### src/hw/rtl/lfr_pkg.sv
// ----------------------------------------------------------------------------
// Line/JSON framer package
// Shared byte codes, mode and status codes, defaults and the result word type.
// ----------------------------------------------------------------------------
package lfr_pkg;

  // Field widths fixed by the interface.
  localparam int BYTE_W   = 8;
  localparam int CODE_W   = 2;
  localparam int CFG_W    = 12;
  localparam int PADDR_W  = 3;
  localparam int PDATA_W  = 32;

  // Defaults for the top-level parameters.
  localparam int DEPTH_WIDTH_DEF = 9;
  localparam int COUNT_WIDTH_DEF = 12;

  // Reset value of the pending limit register.
  localparam logic [CFG_W-1:0] MAX_PENDING_RESET = 12'd2048;

  // Register index carried in paddr[2].
  localparam logic REG_MAX_PENDING = 1'b0;

  // Byte codes.
  localparam logic [BYTE_W-1:0] BYTE_TAB       = 8'h09;
  localparam logic [BYTE_W-1:0] BYTE_LF        = 8'h0A;
  localparam logic [BYTE_W-1:0] BYTE_VT        = 8'h0B;
  localparam logic [BYTE_W-1:0] BYTE_FF        = 8'h0C;
  localparam logic [BYTE_W-1:0] BYTE_CR        = 8'h0D;
  localparam logic [BYTE_W-1:0] BYTE_SPACE     = 8'h20;
  localparam logic [BYTE_W-1:0] BYTE_QUOTE     = 8'h22;
  localparam logic [BYTE_W-1:0] BYTE_LBRACKET  = 8'h5B;
  localparam logic [BYTE_W-1:0] BYTE_BACKSLASH = 8'h5C;
  localparam logic [BYTE_W-1:0] BYTE_RBRACKET  = 8'h5D;
  localparam logic [BYTE_W-1:0] BYTE_LBRACE    = 8'h7B;
  localparam logic [BYTE_W-1:0] BYTE_RBRACE    = 8'h7D;

  typedef enum logic [CODE_W-1:0] {
    MODE_UNDECIDED = 2'd0,
    MODE_LINE      = 2'd1,
    MODE_JSON      = 2'd2
  } mode_t;

  typedef enum logic [CODE_W-1:0] {
    ST_PENDING   = 2'd0,
    ST_LINE_DONE = 2'd1,
    ST_JSON_DONE = 2'd2,
    ST_OVERFLOW  = 2'd3
  } status_t;

  typedef struct packed {
    logic [BYTE_W-1:0] data;
    status_t           status;
    mode_t             mode;
  } result_t;

endpackage

### src/hw/rtl/line_or_json_message_framer.sv
// ----------------------------------------------------------------------------
// Line-or-JSON message framer
// Frames a received byte stream as newline-terminated lines or as balanced
// JSON objects and arrays, passing every kept byte through with a status.
// ----------------------------------------------------------------------------
//
//   channel  | handshake             | word
//   ---------+-----------------------+-------------------------------------
//   input    | in_valid / in_stall   | rx_byte
//   output   | out_valid / out_stall | data_byte, frame_status, frame_mode
//   config   | APB psel/penable      | max_pending at byte address 0
//
// The block takes one byte per cycle while in_stall is low. A byte waits in
// the input register until the result register is free, then its word loads
// there and leaves once out_stall is low. The framer state is updated at the
// edge the result register loads, so consecutive bytes see each other's effect.
// Carriage returns leave the input register without producing a word, and
// reset is synchronous and clears both register stages and the framer state.
// in_stall is high only while a byte other than a carriage return waits in
// the input register and the output side stalls a word in the result register.
//
module line_or_json_message_framer #(
  parameter int DEPTH_WIDTH = lfr_pkg::DEPTH_WIDTH_DEF,
  parameter int COUNT_WIDTH = lfr_pkg::COUNT_WIDTH_DEF
) (
  input  logic                         clk,
  input  logic                         rst,
  // Byte input channel.
  input  logic                         in_valid,
  output logic                         in_stall,
  input  logic [lfr_pkg::BYTE_W-1:0]   rx_byte,
  // Result output channel.
  output logic                         out_valid,
  input  logic                         out_stall,
  output logic [lfr_pkg::BYTE_W-1:0]   data_byte,
  output logic [lfr_pkg::CODE_W-1:0]   frame_status,
  output logic [lfr_pkg::CODE_W-1:0]   frame_mode,
  // Configuration port.
  input  logic                         psel,
  input  logic                         penable,
  input  logic                         pwrite,
  input  logic [lfr_pkg::PADDR_W-1:0]  paddr,
  input  logic [lfr_pkg::PDATA_W-1:0]  pwdata,
  output logic [lfr_pkg::PDATA_W-1:0]  prdata,
  output logic                         pready
);
  import lfr_pkg::*;

  logic              in_full;
  logic [BYTE_W-1:0] in_data;
  logic              is_cr;
  logic              out_free;
  logic              advance;
  logic              step;
  logic [CFG_W-1:0]  max_pending;
  result_t           core_result;
  result_t           out_word;

  lfr_cfg u_cfg (
    .clk         (clk),
    .rst         (rst),
    .psel        (psel),
    .penable     (penable),
    .pwrite      (pwrite),
    .paddr       (paddr),
    .pwdata      (pwdata),
    .prdata      (prdata),
    .pready      (pready),
    .max_pending (max_pending)
  );

  lfr_core #(
    .DEPTH_WIDTH (DEPTH_WIDTH),
    .COUNT_WIDTH (COUNT_WIDTH)
  ) u_core (
    .clk         (clk),
    .rst         (rst),
    .step        (step),
    .byte_in     (in_data),
    .max_pending (max_pending),
    .result      (core_result)
  );

  // The result register can load when it is empty or its word leaves now.
  assign out_free = !out_valid || !out_stall;
  // A carriage return is dropped without needing room at the output.
  assign is_cr    = (in_data == BYTE_CR);
  assign advance  = in_full && (is_cr || out_free);
  assign step     = advance && !is_cr;
  assign in_stall = in_full && !advance;

  always_ff @(posedge clk) begin
    if (rst) begin
      in_full <= 1'b0;
    end else if (in_valid && !in_stall) begin
      in_full <= 1'b1;
    end else if (advance) begin
      in_full <= 1'b0;
    end
  end

  always_ff @(posedge clk) begin
    if (in_valid && !in_stall) begin
      in_data <= rx_byte;
    end
  end

  always_ff @(posedge clk) begin
    if (rst) begin
      out_valid <= 1'b0;
    end else if (out_free) begin
      out_valid <= step;
    end
  end

  always_ff @(posedge clk) begin
    if (step) begin
      out_word <= core_result;
    end
  end

  assign data_byte    = out_word.data;
  assign frame_status = out_word.status;
  assign frame_mode   = out_word.mode;

  // An overflow is only possible before any mode has been chosen.
  a_overflow_undecided: assert property (@(posedge clk) disable iff (rst)
    (out_valid && frame_status == ST_OVERFLOW) |-> (frame_mode == MODE_UNDECIDED))
    else $error("overflow reported outside undecided mode");

  // A line frame ends only on a newline seen in line mode.
  a_line_end: assert property (@(posedge clk) disable iff (rst)
    (out_valid && frame_status == ST_LINE_DONE) |->
      (frame_mode == MODE_LINE && data_byte == BYTE_LF))
    else $error("line frame end on wrong byte or mode");

  // A JSON frame end is reported only in JSON mode.
  a_json_end: assert property (@(posedge clk) disable iff (rst)
    (out_valid && frame_status == ST_JSON_DONE) |-> (frame_mode == MODE_JSON))
    else $error("json frame end outside json mode");

  // Carriage returns never reach the output.
  a_no_cr: assert property (@(posedge clk) disable iff (rst)
    out_valid |-> (data_byte != BYTE_CR))
    else $error("carriage return passed through");

  // The input side is held back only by a stalled, full result register.
  a_stall_cause: assert property (@(posedge clk) disable iff (rst)
    in_stall |-> (in_full && out_valid && out_stall && !is_cr))
    else $error("input stalled without a full output");

endmodule

### src/hw/rtl/lfr_cfg.sv
// ----------------------------------------------------------------------------
// Line/JSON framer configuration registers
// APB-style register file holding the pending byte limit.
// ----------------------------------------------------------------------------
module lfr_cfg (
  input  logic                        clk,
  input  logic                        rst,
  input  logic                        psel,
  input  logic                        penable,
  input  logic                        pwrite,
  input  logic [lfr_pkg::PADDR_W-1:0] paddr,
  input  logic [lfr_pkg::PDATA_W-1:0] pwdata,
  output logic [lfr_pkg::PDATA_W-1:0] prdata,
  output logic                        pready,
  output logic [lfr_pkg::CFG_W-1:0]   max_pending
);
  import lfr_pkg::*;

  logic wr_en;
  logic sel_max;

  assign sel_max = (paddr[2] == REG_MAX_PENDING);
  assign wr_en   = psel && penable && pwrite && sel_max;
  assign pready  = 1'b1;

  always_ff @(posedge clk) begin
    if (rst) begin
      max_pending <= MAX_PENDING_RESET;
    end else if (wr_en) begin
      max_pending <= pwdata[CFG_W-1:0];
    end
  end

  always_comb begin
    prdata = '0;
    if (sel_max) begin
      prdata = PDATA_W'(max_pending);
    end
  end

endmodule

### src/hw/rtl/lfr_core.sv
// ----------------------------------------------------------------------------
// Line/JSON framer core
// Framer state and the single-pass next-state and result logic for one byte.
// ----------------------------------------------------------------------------
module lfr_core #(
  parameter int DEPTH_WIDTH = lfr_pkg::DEPTH_WIDTH_DEF,
  parameter int COUNT_WIDTH = lfr_pkg::COUNT_WIDTH_DEF
) (
  input  logic                       clk,
  input  logic                       rst,
  input  logic                       step,
  input  logic [lfr_pkg::BYTE_W-1:0] byte_in,
  input  logic [lfr_pkg::CFG_W-1:0]  max_pending,
  output lfr_pkg::result_t           result
);
  import lfr_pkg::*;

  localparam int CMP_W = (COUNT_WIDTH > CFG_W) ? COUNT_WIDTH : CFG_W;
  localparam logic signed [DEPTH_WIDTH-1:0] DEPTH_MAX = {1'b0, {(DEPTH_WIDTH-1){1'b1}}};
  localparam logic signed [DEPTH_WIDTH-1:0] DEPTH_MIN = {1'b1, {(DEPTH_WIDTH-1){1'b0}}};
  localparam logic signed [DEPTH_WIDTH-1:0] DEPTH_ONE = DEPTH_WIDTH'(1);

  mode_t                          mode, mode_next, mode_eff;
  logic signed [DEPTH_WIDTH-1:0]  brace_level, brace_next, brace_upd;
  logic signed [DEPTH_WIDTH-1:0]  bracket_level, bracket_next, bracket_upd;
  logic                           inside_string, inside_next, inside_upd;
  logic [BYTE_W-1:0]              previous_byte, previous_next, previous_upd;
  logic [COUNT_WIDTH-1:0]         pending_count, pending_next, pending_upd;
  logic                           is_white;
  logic                           is_opener;
  status_t                        status;

  assign is_white = (byte_in == BYTE_SPACE) || (byte_in == BYTE_TAB) ||
                    (byte_in == BYTE_LF) || (byte_in == BYTE_VT) ||
                    (byte_in == BYTE_FF) || (byte_in == BYTE_CR);
  assign is_opener = (byte_in == BYTE_LBRACE) || (byte_in == BYTE_LBRACKET);

  always_comb begin
    pending_upd  = (&pending_count) ? pending_count
                                    : pending_count + COUNT_WIDTH'(1);
    brace_upd    = brace_level;
    bracket_upd  = bracket_level;
    inside_upd   = inside_string;
    previous_upd = previous_byte;
    status       = ST_PENDING;

    mode_eff = mode;
    if (mode == MODE_UNDECIDED && !is_white) begin
      mode_eff = is_opener ? MODE_JSON : MODE_LINE;
    end

    case (mode_eff)
      MODE_LINE: begin
        if (byte_in == BYTE_LF) begin
          status = ST_LINE_DONE;
        end
      end
      MODE_JSON: begin
        // A quote after a backslash is escaped and leaves the string flag alone.
        if (byte_in == BYTE_QUOTE && previous_byte != BYTE_BACKSLASH) begin
          inside_upd = !inside_string;
        end
        if (!inside_upd) begin
          if (byte_in == BYTE_LBRACE && brace_level != DEPTH_MAX) begin
            brace_upd = brace_level + DEPTH_ONE;
          end else if (byte_in == BYTE_RBRACE && brace_level != DEPTH_MIN) begin
            brace_upd = brace_level - DEPTH_ONE;
          end else if (byte_in == BYTE_LBRACKET && bracket_level != DEPTH_MAX) begin
            bracket_upd = bracket_level + DEPTH_ONE;
          end else if (byte_in == BYTE_RBRACKET && bracket_level != DEPTH_MIN) begin
            bracket_upd = bracket_level - DEPTH_ONE;
          end
        end
        previous_upd = byte_in;
        if (!inside_upd && brace_upd == '0 && bracket_upd == '0) begin
          status = ST_JSON_DONE;
        end
      end
      default: begin
        if (CMP_W'(pending_upd) > CMP_W'(max_pending)) begin
          status = ST_OVERFLOW;
        end
      end
    endcase

    // Any frame end or overflow returns the framer to its idle state.
    if (status != ST_PENDING) begin
      mode_next     = MODE_UNDECIDED;
      brace_next    = '0;
      bracket_next  = '0;
      inside_next   = 1'b0;
      previous_next = '0;
      pending_next  = '0;
    end else begin
      mode_next     = mode_eff;
      brace_next    = brace_upd;
      bracket_next  = bracket_upd;
      inside_next   = inside_upd;
      previous_next = previous_upd;
      pending_next  = pending_upd;
    end

    result.data   = byte_in;
    result.status = status;
    result.mode   = mode_eff;
  end

  always_ff @(posedge clk) begin
    if (rst) begin
      mode          <= MODE_UNDECIDED;
      brace_level   <= '0;
      bracket_level <= '0;
      inside_string <= 1'b0;
      previous_byte <= '0;
      pending_count <= '0;
    end else if (step) begin
      mode          <= mode_next;
      brace_level   <= brace_next;
      bracket_level <= bracket_next;
      inside_string <= inside_next;
      previous_byte <= previous_next;
      pending_count <= pending_next;
    end
  end

endmodule
### config.mk
export PLATFORM = sky130hd
export DESIGN_NAME = line_or_json_message_framer
export DESIGN_NICKNAME = d
export VERILOG_FILES = /design/src/hw/rtl/lfr_pkg.sv /design/src/hw/rtl/line_or_json_message_framer.sv /design/src/hw/rtl/lfr_cfg.sv /design/src/hw/rtl/lfr_core.sv
export SDC_FILE = /design/constraint.sdc
export NUM_CORES = 1
export LEC_CHECK = 0
export BUFFER_PORTS_ARGS = -buffer_cell sky130_fd_sc_hd__clkbuf_2
export CAP_MARGIN = 20
export CORE_MARGIN = 2
export CORE_UTILIZATION = 60
export CTS_CLUSTER_SIZE = 28
export DETAILED_ROUTE_END_ITERATION = 8
export HOLD_SLACK_MARGIN = 0.03
export PLACE_DENSITY = 0.92
export SYNTH_ARGS = -nofsm -noshare
export SYNTH_HDL_FRONTEND = slang
export SYNTH_SLANG_ARGS = --single-unit
export TNS_END_PERCENT = 5
### constraint.sdc
create_clock -name clk -period 9.8 [get_ports clk]
set_clock_uncertainty 0.15 [all_clocks]
set_input_delay 0.49 -clock clk [delete_from_list [all_inputs] [get_ports clk]]
set_output_delay 0.49 -clock clk [all_outputs]
set_load 0.02 [all_outputs]
Yosys cells after proc, flatten, opt, wreduce, memory -nomap -nowiden
Index checks and enable logic that the tools add are counted.

Flip-flop bits (word level): 75. Input port bits: 50. Output and inout bits: 47. Word-level logic and storage cells: 109.

$add $sub $neg: 5. Magnitude comparators: 1. Equal/unequal tests: 18. Mux-type cells: 32. Bitwise gates (word level): 1. Reductions and logical operators: 39.

Operators by type and width (number): $mux W9 (14); $eq A8 B4 Y1 const B (5); $mux W12 (3); $ne A9 B9 Y1 const B (4); $eq A8 B7 Y1 const B (4); $add A9 B2 Y9 const B (2); $logic_not A9 Y1 (2); $sub A9 B2 Y9 const B (2); $eq A8 B6 Y1 const B (2); $mux W8 (2); $logic_and A1 B1 Y1 (15); $add A12 B1 Y12 const B (1); $gt A12 B12 Y1 (1); $reduce_and A12 Y1 (1); $mux W2 (5); $logic_not A1 Y1 (8); $logic_or A1 B1 Y1 (8); $ne A8 B7 Y1 const B (1); $mux W1 (7); $reduce_bool A2 Y1 (3); $pmux W2 S2 (1); $eq A2 B1 Y1 const B (1); $eq A2 B2 Y1 const B (1); $logic_not A2 Y1 (1); other kinds (2) (2).

Logic depth before layout (Yosys ltp)
Word-level depth: 21. Mapped depth: 19.

Cells and area by module
Synthesis repeated with hierarchy kept, for this count alone.

Cell total of the unflattened synthesis: 534. Area, all modules: 4808.4 um^2.

Modules (own cells, without submodules): lfr_core (instances 1, cells an instance 412, area each 3291.9 um^2, sequential area each 820.8 um^2); lfr_cfg (instances 1, cells an instance 89, area each 803.3 um^2, sequential area each 240.2 um^2); line_or_json_message_framer (instances 1, cells an instance 33, area each 713.2 um^2, sequential area each 640.6 um^2).

Least setup slack after synthesis
No wires, ideal clock.

Kind: reg-to-reg. Start: register u_core.pending_count[5]. End: register u_core.pending_count[4]. Setup time: 70 ps. Data arrival time: 3664 ps. Required time: 9580 ps. Setup slack: 5916 ps. Cell stages (with the launch flop): 20. Path buffers: 2. Clock period less this slack: 3884 ps. Cells stage by stage: dfxtp_1 > and3_1 > and3_1 > and3_1 > and2_1 > nand3_1 > clkbuf_1 > nand4_1 > xnor2_1 > ha_1 > a21o_1 > a21o_1 > a21oi_1 > or2_2 > a31oi_1 > or2_2 > a31oi_4 > buf_4 > nand3_1 > a21oi_1.

RTL lines: start, declared (line lfr_core.sv:28) `logic [COUNT_WIDTH-1:0] pending_count, pending_next, pending_upd;`; start signal, assigned (line lfr_core.sv:122) `pending_count <= pending_next;`.

==> results summary <==
The CTS sink count came out at 75. The run finished with clean final reports. TritonCTS built the clock tree.

After the last flow step, the layout net total stands at 666. Input and output buffers added on the ports amount to 53. The number of inserted filler cells in the final layout came out at between 500 and 600. The sum of overflow across all layers after global routing is 0. The initial detailed-routing violation count came out at 503.

The source-to-sink clock delay at the later pin of the worst-skew pair came out at around 0.36 ns. The power density normalized to cell area is 130.6 nW/µm². After detailed placement, the total cell area comes to 4893 µm². Setup violations remaining at the end of the flow were counted as 0. The cell total after placement is 684. The die covers ~8600 µm². The worst setup path is of the flip-flop to flip-flop kind. The final critical-path required period is between 5 and 6 ns.

The depth of the most critical reg-to-reg path came out at 16. The completed layout was analyzed and its total power is between 0.6 and 0.7 mW. The path class of the tightest hold or removal check is primary input to flip-flop. The number of buffers added to fix hold violations after cts came out at 0. Entering global routing, the biggest net connects 32 pins. The worst hold path terminates at in_data[1]. The post-route netlist has 15.22% of its cells at a drive strength greater than 1.

The worst register-to-register path begins at u_core.pending_count[3]. The die outline width came out at 92.77 µm. Once the clock tree was built, the resizer swapped 0 gates to a different size. The synthesized design contains 20 enable-type register cells.

The pin slew with the least headroom to its limit came out at 0.8507 ns. The CTS H-tree depth is 3. Ranked by instance count, the synthesized netlist is headed by nand2_1 (67), dfxtp_1 (55), a21oi_1 (43). Data on the critical path is required at its endpoint by 9.92 ns.

The slack of the worst reg-to-reg path is about 4.6 ns. The startpoint identified for the worst hold timing path is rx_byte[1]. The data arrival time of the worst path is roughly 5.3 ns. The height of the die is 92.77 µm. Summed over all failing endpoints, the final setup total negative slack is 0 ns. Static timing analysis puts the maximum clock frequency at 192.5 MHz. The largest total area in the synthesized netlist belongs to dfxtp_1. In this run, CTS created clock tree buffers numbering 9. The number of placement rows is 32. The final critical path takes up 53.02% of the cycle. The combined area of the multi-input logic cells is 2675 µm².

The relative max-transition margin is 43.29%. The clock share of power came out at 42.4%. The routed design has 11.64 mm of wire.

In the routed layout, each cell is associated on average with a via count of 6.301. Summed over all nets, the switching power comes to 0.1795 mW. The sequential cell area is 1702 µm². No sink is reached through more buffers than the 2 on the longest clock path. The launching element type of the critical path is a flip-flop. Cells fill 66.63% of the core in the end. The worst hold-check slack is 0.1524 ns. The share of Yosys cell area claimed by the top area cell type came out at a little under a quarter. The number of antenna violations at the first check in global routing is 0. The overall fraction of global-route tracks in use is 27.45%. The yosys synthesis warning count is 0. The count of pins on the block boundary came out at 97. The count of max-cap constraint violations is 0.

The mean area per synthesized cell came out at 8.428 µm². The post-detailed-route DRC marker count came out at 0. The design area is 5122 µm². The post-detailed-route count of antenna-violating nets came out at 0. The proportion of total power due to net switching came out at 26.83%. The combinational power share is 7.9%. The hold-critical path depth is 1. In this run the critical register-to-register path is captured at u_core.brace_level[1]. The worst setup path is captured at a flip-flop. The tree is rooted in a clkbuf_8. The number of cells in the finished layout apart from fillers is 700. The total internal power came out at between 0.4 and 0.5 mW. 0 antenna diodes ended up in the layout. Across the VDD grid, the largest voltage drop is 0.1062 mV.

Yosys attributes the largest share of cell area to dfxtp_1 (23%), edfxtp_1 (13%), ha_1 (6.1%), nand2_1 (5.3%), a21oi_1 (4.6%). The area of the mapped netlist came out at 4728 µm². The count of final hold-check violations came out at 0. The detailed-route via count came out at 4411.

Tracing the worst setup path back leads to its startpoint at u_core.pending_count[3]. The per-cell routed wire length came out at 16.63 µm. Among all cell types in the netlist, the one instantiated most often is nand2_1.

The first global-routing pass estimated 19.06 mm of wire. The number of flip-flops and latches in the synthesized netlist came out at between 70 and 80. The placed wire-length estimate after detailed placement is roughly 8.1 mm. Counting flops with an async set or reset pin after synthesis yields a share of 0%. Setup repair after global routing left no endpoint under its margin. The register share of total power is 49.7%. The number of search-and-repair iterations in the first detailed-routing pass came out at 7.

The minimum setup slack in the final design is 4.604 ns. The sequential element share of the synthesized area came out at 35.99%. The max-slew violation count is 0. The count of cell types in the netlist came out at 76. The largest fanout on the critical path came out at 27.

The standby leakage power came out at 2.031 nW. The post-place setup slack came out at 4.761 ns. The final weighted congestion of routability-driven global placement came out at just under 1. In the synthesized netlist the dominant register cell turns out to be dfxtp_1.

The via count of the first global-routing pass is 4213. Relative to the synthesized area, the layout overhead comes to 8.335%. The post-CTS setup-driven buffer insertion count is 0.

The core region is 7687 µm². Synthesis handed over a netlist of 561 instances. The clock-pin slew on the worst setup and hold paths is 0.10 ns. The starting utilization of the core area is approximately three fifths.
## how the worst max path moves through the flow
stage / cells after the start / end / slack (ns)
2_1_floorplan: 19 / u_core.pending_count[4] / 5.92
6_report: 16 / u_core.brace_level[1] / 4.60
4_1_cts: 16 / u_core.brace_level[1] / 4.73
3_3_place_gp: 16 / u_core.brace_level[1] / 4.97
3_5_place_dp: 16 / u_core.brace_level[1] / 4.76
5_1_grt: 17 / u_core.brace_level[1] / 4.40
## logic make-up (layout without fill, tap and decap cells)
group | count (synthesis) | count (layout) | synth area share (%)
buffers and inverters | 82 | 100 | 8.944
AO/OA/AOI/OAI | 124 | 124 | 18.02
multiplexers | 5 | 5 | 1.085
XOR/XNOR | 16 | 16 | 2.964
flip-flops | 75 | 75 | 35.99
adder cells (fa/ha/maj) | 23 | 23 | 6.086
AND/OR/NAND/NOR | 234 | 234 | 26.75
other | 2 | 21 | 0.1588
## power groups by stage
stage | Combinational, mW | Clock, mW | Sequential, mW
finish | 0.0527 | 0.284 | 0.332
detailed placement | 0.0515 | 0 | 0.339
global route | 0.0573 | 0.296 | 0.333
CTS | 0.0522 | 0.284 | 0.332
floorplan | 0.0425 | 0 | 0.338
global placement | 0.0493 | 0 | 0.339
## area by class of cell
cell class | instances | share of cell area (%)
Tap cell | 102 | 2.491
Clock buffer | 9 | 2.418
Multi-Input combinational cell | 423 | 52.22
Inverter | 29 | 2.125
Timing Repair Buffer | 55 | 5.471
Sequential cell | 75 | 33.22
Clock inverter | 7 | 2.052
## sequential cells by signal, indices dropped and copies added (netlist names)
name	cells
u_core.brace_level	9
in_full	1
u_core.mode	2
u_core.previous_byte	8
u_core.inside_string	1
out_valid	1
u_core.pending_count	12
u_cfg.max_pending	12
frame_mode	2
frame_status	2
in_data	8
data_byte	8
u_core.bracket_level	9
## layer usage
layer / wire length [µm] / GRT usage [%] / up-vias
met4: 384 / 13.24 / 0
met5: 0 / 0 / -
li1: - / - / 2058
met2: 5762 / 46.74 / 251
met1: 4618 / 32.96 / 2055
met3: 878 / 5.696 / 47
## placed cells by master, fill, tap and decap left out, types with 12 or more instances in the layout
cell type and instances:
nand2_1 67, dfxtp_1 55, clkbuf_2 53, a21oi_1 43, nor2_1 38, nand3_1 28, inv_1 28, ha_1 23
conb_1 21, edfxtp_1 20, nand4_1 12, nor3_1 12, o21ai_0 12
## critical path, stage by stage (launching register included)
cell and delay [ns]:
dfxtp_1 0.42, and3_1 0.23, and3_1 0.20, and3_1 0.21, and2_1 0.21, nand3_1 0.37
mux2_2 0.43, ha_1 0.31, nor2b_1 0.14, o21a_1 0.17, o21a_1 0.16, o21ai_0 0.16
a31oi_1 0.19, or2_2 0.40, a31oi_4 0.70, nand2_2 0.32, o32ai_1 0.35
Power figures use the tool's default switching activity.
